--- config.mk ---
export PLATFORM = sky130hd
export DESIGN_NAME = ipv4_prefix_acl_mac_rewrite
export DESIGN_NICKNAME = d
export VERILOG_FILES = /design/src/ipacl_pkg.sv /design/src/ipv4_prefix_acl_mac_rewrite.sv /design/src/ipacl_cell.sv
export SDC_FILE = /design/constraint.sdc
export NUM_CORES = 2
export LEC_CHECK = 0
export BUFFER_PORTS_ARGS = -buffer_cell sky130_fd_sc_hd__buf_2
export CELL_PAD_IN_SITES_DETAIL_PLACEMENT = 0
export CELL_PAD_IN_SITES_GLOBAL_PLACEMENT = 1
export CORE_ASPECT_RATIO = 1.2
export CORE_UTILIZATION = 50
export DETAILED_ROUTE_END_ITERATION = 7
export PLACE_DENSITY = 0.76
export SYNTH_ARGS = -nofsm -noshare
export SYNTH_HDL_FRONTEND = slang
export SYNTH_SLANG_ARGS = --single-unit
--- constraint.sdc ---
create_clock -name clk -period 5.2 [get_ports clk]
set_input_delay 1.3 -clock clk [delete_from_list [all_inputs] [get_ports clk]]
set_output_delay 1.3 -clock clk [all_outputs]
set_load 0.05 [all_outputs]
--- src/ipacl_pkg.sv ---
// package: item types, codes and helpers of the ipv4 prefix acl with mac rewrite
`timescale 1ns / 1ps
`default_nettype none
package ipacl_pkg;

	localparam int AclEntries = 16;
	localparam int AddrBits   = 32;
	localparam int LenBits    = 6;
	localparam int MacBits    = 48;
	localparam int CfgIdxBits = 1;

	typedef enum logic {
		FUNC_INSTALL = 1'b0,
		FUNC_CHECK   = 1'b1
	} func_t;

	typedef enum logic [2:0] {
		ST_FORWARDED = 3'd0,
		ST_DROPPED   = 3'd1,
		ST_INSTALLED = 3'd2,
		ST_REPLACED  = 3'd3,
		ST_FULL      = 3'd4
	} status_t;

	typedef enum logic [CfgIdxBits-1:0] {
		CFG_LEFT_MAC  = 1'b0,
		CFG_RIGHT_MAC = 1'b1
	} cfg_idx_t;

	typedef struct packed {
		logic                func;
		logic [AddrBits-1:0] acl_prefix;
		logic [LenBits-1:0]  acl_length;
		logic [AddrBits-1:0] dest_ip;
		logic                direction;
	} cmd_t;

	typedef struct packed {
		logic [2:0]         status;
		logic [MacBits-1:0] new_dest_mac;
	} rsp_t;

	// item travelling along the cell row
	typedef struct packed {
		logic                vld;
		func_t               func;
		logic [AddrBits-1:0] key;
		logic [LenBits-1:0]  len;
		logic                dir;
		logic                match;
		logic                placed;
	} tok_t;

	function automatic logic [AddrBits-1:0] len_mask(input logic [LenBits-1:0] len);
		return ~({AddrBits{1'b1}} >> len);
	endfunction

	function automatic logic [LenBits-1:0] len_sat(input logic [LenBits-1:0] len);
		logic [LenBits-1:0] lim;
		lim = LenBits'(AddrBits);
		return (len > lim) ? lim : len;
	endfunction

endpackage
`default_nettype wire

--- src/ipv4_prefix_acl_mac_rewrite.sv ---
// top level: ipv4 drop prefix table as a row of cells with mac rewrite
//
// channel   direction  handshake               payload
// command   in         start & !busy           cmd (ipacl_pkg::cmd_t)
// result    out        done, one cycle strobe  rsp (ipacl_pkg::rsp_t)
// config    in         cfg_valid & cfg_ready   cfg_index, cfg_data
//
// an item walks the row one cell per cycle; done goes high once it has left the
// last cell and busy falls in that same cycle, so the next item is taken only
// once the last one is done.
// reset empties the table at once and clears both macs.
// the receiver cannot stall; cfg_ready is always high.
`timescale 1ns / 1ps
`default_nettype none
module ipv4_prefix_acl_mac_rewrite #(
	parameter int ACL_ENTRIES = ipacl_pkg::AclEntries
) (
	input  wire logic                               clk,
	input  wire logic                               arst_n,
	input  wire logic                               start,
	output logic                                    busy,
	input  wire ipacl_pkg::cmd_t                    cmd,
	output logic                                    done,
	output ipacl_pkg::rsp_t                         rsp,
	input  wire logic                               cfg_valid,
	output logic                                    cfg_ready,
	input  wire logic [ipacl_pkg::CfgIdxBits-1:0]   cfg_index,
	input  wire logic [ipacl_pkg::MacBits-1:0]      cfg_data
);

	logic [ipacl_pkg::MacBits-1:0] left_mac_q;
	logic [ipacl_pkg::MacBits-1:0] right_mac_q;
	logic                          busy_q;
	logic                          done_q;
	ipacl_pkg::rsp_t               rsp_q;
	ipacl_pkg::tok_t               tok [ACL_ENTRIES+1];
	ipacl_pkg::tok_t               tok_head;
	logic [ACL_ENTRIES:0]          tok_vld;
	logic                          accept;
	logic [ipacl_pkg::LenBits-1:0] len_in;
	ipacl_pkg::tok_t               last;
	ipacl_pkg::rsp_t               rsp_nxt;

	assign accept    = start && !busy_q;
	assign cfg_ready = 1'b1;
	assign len_in    = ipacl_pkg::len_sat(cmd.acl_length);

	always_comb begin
		tok_head.vld    = accept;
		tok_head.func   = ipacl_pkg::func_t'(cmd.func);
		tok_head.key    = (cmd.func == ipacl_pkg::FUNC_CHECK) ? cmd.dest_ip
		                  : (cmd.acl_prefix & ipacl_pkg::len_mask(len_in));
		tok_head.len    = len_in;
		tok_head.dir    = cmd.direction;
		tok_head.match  = 1'b0;
		tok_head.placed = 1'b0;
	end

	assign tok[0] = tok_head;

	for (genvar i = 0; i < ACL_ENTRIES; i++) begin : g_cell
		ipacl_cell u_cell (
			.clk     (clk),
			.arst_n  (arst_n),
			.tok_in  (tok[i]),
			.tok_out (tok[i+1])
		);
	end

	for (genvar i = 0; i <= ACL_ENTRIES; i++) begin : g_vld
		assign tok_vld[i] = tok[i].vld;
	end

	assign last = tok[ACL_ENTRIES];

	always_comb begin
		rsp_nxt.new_dest_mac = '0;
		if (last.func == ipacl_pkg::FUNC_CHECK) begin
			if (last.match) begin
				rsp_nxt.status = ipacl_pkg::ST_DROPPED;
			end else begin
				rsp_nxt.status       = ipacl_pkg::ST_FORWARDED;
				rsp_nxt.new_dest_mac = last.dir ? right_mac_q : left_mac_q;
			end
		end else if (last.match) begin
			rsp_nxt.status = ipacl_pkg::ST_REPLACED;
		end else if (last.placed) begin
			rsp_nxt.status = ipacl_pkg::ST_INSTALLED;
		end else begin
			rsp_nxt.status = ipacl_pkg::ST_FULL;
		end
	end

	always_ff @(posedge clk or negedge arst_n) begin
		if (!arst_n) begin
			busy_q      <= 1'b0;
			done_q      <= 1'b0;
			left_mac_q  <= '0;
			right_mac_q <= '0;
		end else begin
			done_q <= last.vld;
			if (accept) begin
				busy_q <= 1'b1;
			end else if (last.vld) begin
				busy_q <= 1'b0;
			end
			if (cfg_valid && cfg_ready) begin
				case (cfg_index)
					ipacl_pkg::CFG_LEFT_MAC:  left_mac_q  <= cfg_data;
					ipacl_pkg::CFG_RIGHT_MAC: right_mac_q <= cfg_data;
					default: ;
				endcase
			end
		end
	end

	always_ff @(posedge clk) begin
		if (last.vld) begin
			rsp_q <= rsp_nxt;
		end
	end

	assign busy = busy_q;
	assign done = done_q;
	assign rsp  = rsp_q;

	a_one_item: assert property (@(posedge clk) disable iff (!arst_n)
		$onehot0(tok_vld))
		else $error("more than one item in the cell row");

	a_busy_after_accept: assert property (@(posedge clk) disable iff (!arst_n)
		accept |=> busy_q || done_q)
		else $error("accepted item not tracked");

	a_done_ends_busy: assert property (@(posedge clk) disable iff (!arst_n)
		last.vld |-> busy_q)
		else $error("item left the row while idle");

	a_mac_only_fwd: assert property (@(posedge clk) disable iff (!arst_n)
		done_q && (rsp_q.status != ipacl_pkg::ST_FORWARDED) |-> rsp_q.new_dest_mac == '0)
		else $error("mac set on a result that is not forwarded");

endmodule
`default_nettype wire

--- src/ipacl_cell.sv ---
// cell: one table entry, checks or installs the passing item and hands it on
`timescale 1ns / 1ps
`default_nettype none
module ipacl_cell (
	input  wire logic            clk,
	input  wire logic            arst_n,
	input  wire ipacl_pkg::tok_t tok_in,
	output ipacl_pkg::tok_t      tok_out
);

	logic [ipacl_pkg::AddrBits-1:0] pfx_q;
	logic [ipacl_pkg::LenBits-1:0]  len_q;
	logic                           valid_q;
	logic                           vld_q;
	ipacl_pkg::tok_t                tok_q;
	ipacl_pkg::tok_t                tok_nxt;
	logic                           wr_en;
	logic                           same;

	always_comb begin
		tok_nxt = tok_in;
		wr_en   = 1'b0;
		same    = valid_q && (pfx_q == tok_in.key) && (len_q == tok_in.len);
		if (tok_in.func == ipacl_pkg::FUNC_CHECK) begin
			if (valid_q && ((tok_in.key & ipacl_pkg::len_mask(len_q)) == pfx_q)) begin
				tok_nxt.match = 1'b1;
			end
		end else if (!tok_in.match && !tok_in.placed) begin
			// entries fill from the low end, so the first free cell ends the search
			if (same) begin
				tok_nxt.match = 1'b1;
			end else if (!valid_q) begin
				tok_nxt.placed = 1'b1;
				wr_en          = tok_in.vld;
			end
		end
	end

	always_ff @(posedge clk or negedge arst_n) begin
		if (!arst_n) begin
			valid_q <= 1'b0;
			vld_q   <= 1'b0;
		end else begin
			vld_q <= tok_in.vld;
			if (wr_en) begin
				valid_q <= 1'b1;
			end
		end
	end

	always_ff @(posedge clk) begin
		tok_q <= tok_nxt;
		if (wr_en) begin
			pfx_q <= tok_in.key;
			len_q <= tok_in.len;
		end
	end

	always_comb begin
		tok_out     = tok_q;
		tok_out.vld = vld_q;
	end

endmodule
`default_nettype wire

==> metrics.cfg <==
[yosys]
ys_ff_latch=1423
synth_area_per_cell_um2=11.05
async_flop_share_pct=9.136
synth_edf_count=659
syn_inst=5335
synth_area_leaders=edfxtp_1, dfxtp_1, dfrtp_1
synth-main-ff-cell=edfxtp_1
ys_warn_count=0
syn_nets=5460
synth_top_area_share_pct=33.58
synth_cell_types=89
yosysTopAreaCell=edfxtp_1
synth_area_mm2=0.05893
synth.yosys.seq_area_share_pct=60.64

[pwr]
peakVddDrop_v=0.0003269
total_power_mw=24.60
p_leak_nw=25.21
p_per_area_mw_per_mm2=372.0

[clock_tree]
cts-root-buf=clkbuf_16
cts_hold_buf=0
cts-resized-gates=0
insertion_delay_ns=0.79
cts.clk_slew.worst_paths_ns=0.07
cts_tree=done
post_cts_buffers=0
cts_sinks=1423
cts_buffer_depth=3
cts_buffers=140
htree_levels=4

[critical_path]
cpPeakStageDelay_ns=0.48
critical_path.startpoint_type=input port
r2r_slack_ns=2.04
crit_type=input port to flip-flop
crit_path_top_delay_cell=buf_4
path_cells=buf_2 -> buf_4 -> mux2i_1 -> nor2_1 -> xnor2_1 -> o311ai_0 -> nor4_1 -> nand4_1 -> nor4_1 -> o21a_1
critPathArrivalTime_ns=4.12
cp-end-kind=flip-flop
path_common_cell=nor4_1
critPathMaxFanout=35
critPathRequiredTime_ns=5.92

[placed_design]
placed_cells=6889
placed_area_mm2=0.06123
post-place-ws_ns=1.050
finalWeightedCongestion=0.9818
dpl.hpwl_um=141400
io_buffers=177

[cells_and_area]
design_area_mm2=0.06614
layout.nets=5627
final_cell_mix=edfxtp_1, dfxtp_1, inv_1
register_area_mm2=0.03574
fin_cells=7153
final_util_pct=56.75
final_common_cell=edfxtp_1
syn2layout_area_growth_pct=12.25
nFillCells=10024
multiInputGateArea_mm2=0.02096
drive_above_1_share_pct=11.28

[route]
wl_met3_um=10240
totalWireLength_um=186900
drt_iter0_drc=4424
highest_layer=met4
firstDrtPassIters=6
ant_nets=0
m1WireLength_um=76910
wl_per_cell_um=26.13
via_count=42773
route.met2.wl_um=89800
drc=0
avgViaCountPerCell=5.980

[sta]
hold_ws_ns=0.3246
finClkSkew_ns=0.03387
setup_violations=0
relSlewSlack_pct=19.98
fin_crit_sh_pct=65.30
tightest_slew_ns=1.200
final.setup.tns_ns=0
fin_ws_ns=1.804
fmax_ghz=0.2945
final_max_slew_viol_count=0
rsz0062_at_grt=false
post-route-min-period_ns=3.396
hold_viol_final=0

[flow_run]
cap_violations=0

[global_routing]
track_usage_pct=31.30
grt_pass1_wl_um=277500
grt_max_degree=54
antenna_found_initial=4
grt_pass1_vias=42524
overflow=0

[status]
status=complete, no violations

[min_path]
worst_hold_path_type=flip-flop to flip-flop

[die]
start_util_pct=50.55
die_height_um=378.1
die_x_um=315.4
io_pins=179
dieArea_mm2=0.1192
core-area_mm2=0.1166
row_count=137

worst paths after layout:
check / to / depth (start not counted) / start
hold / removal: g_cell[9].u_cell.tok_out[2]$_DFF_P_ / 0 / g_cell[8].u_cell.tok_out[2]$_DFF_P_
hold reg to reg: g_cell[9].u_cell.tok_out[2]$_DFF_P_ / 0 / g_cell[8].u_cell.tok_out[2]$_DFF_P_
setup / recovery: g_cell[0].u_cell.tok_out[1]$_DFF_P_ / 10 / cmd[71]
max in group asynchronous: right_mac_q[35]$_DFFE_PN0P_ / 2 / arst_n
min in group asynchronous: right_mac_q[17]$_DFFE_PN0P_ / 1 / arst_n
setup reg to reg: g_cell[12].u_cell.tok_out[1]$_DFF_P_ / 7 / g_cell[12].u_cell.len_q[3]$_DFFE_PP_
state kept, by name (all words and copies together) (netlist names):
register,cells
busy,1
g_cell.u_cell.valid_q,16
g_cell.u_cell.len_q,96
g_cell.u_cell.vld_q,16
rsp,51
left_mac_q,48
done,1
g_cell.u_cell.pfx_q,512
right_mac_q,48
g_cell.u_cell.tok_out,634
report_power, final:
group / switching [mW] / total (mW) / leakage, nW / internal, mW
clock: 4.49 / 10.6 / 2.43 / 6.11
combinational: 0.554 / 1.04 / 9.68 / 0.490
sequential: 0.713 / 13.0 / 13.1 / 12.2
total: 5.76 / 24.6 / 25.2 / 18.8
synth_stat cells, drive strengths merged, types with 111 or more instances:
library cell  number
clkbuf           129
xor2             178
a21oi            296
xnor2            206
o21ai            315
nor2             325
inv              407
edfxtp           659
dfxtp            634
nand2            390
nor2b            119
nand4            121
dfrtp            130
o22ai            111
layout make-up:
class                   count  share of cell area, %
diodes                      3                0.01135
clock buffers             201                  6.443
clock inverters            60                 0.9761
inverters                 409                  2.321
multi-input cells        3325                  31.68
flip-flops and latches   1423                  54.03
well taps                1529                  2.892
repair buffers            203                  1.644
critical path, delay by kind of cell:
kind,cells,cell delay (ns)
AO/OA/AOI/OAI,2,0.34
XOR/XNOR,1,0.18
buffers and inverters,2,0.88
multiplexers,1,0.40
AND/OR/NAND/NOR,4,0.98
cell families (layout without fill, tap and decap cells):
logic type,count (synthesis),count (layout),share of synthesized area [%]
xor+xnor,384,384,5.707
compound gates,1196,1196,12.95
mux,195,195,3.537
buf+inv,587,873,3.839
other cells,1,4,0.006364
flops,1423,1423,60.64
simple gates,1546,1546,13.27
fa+ha+maj,3,3,0.05096
routing by layer:
metal,up-vias,global-route usage [%]
met4,0,16.13
li1,19657,-
met3,430,3.932
met2,1764,51.46
met5,-,0
met1,20922,40.50
No activity file was read; power rests on OpenSTA's default activity.
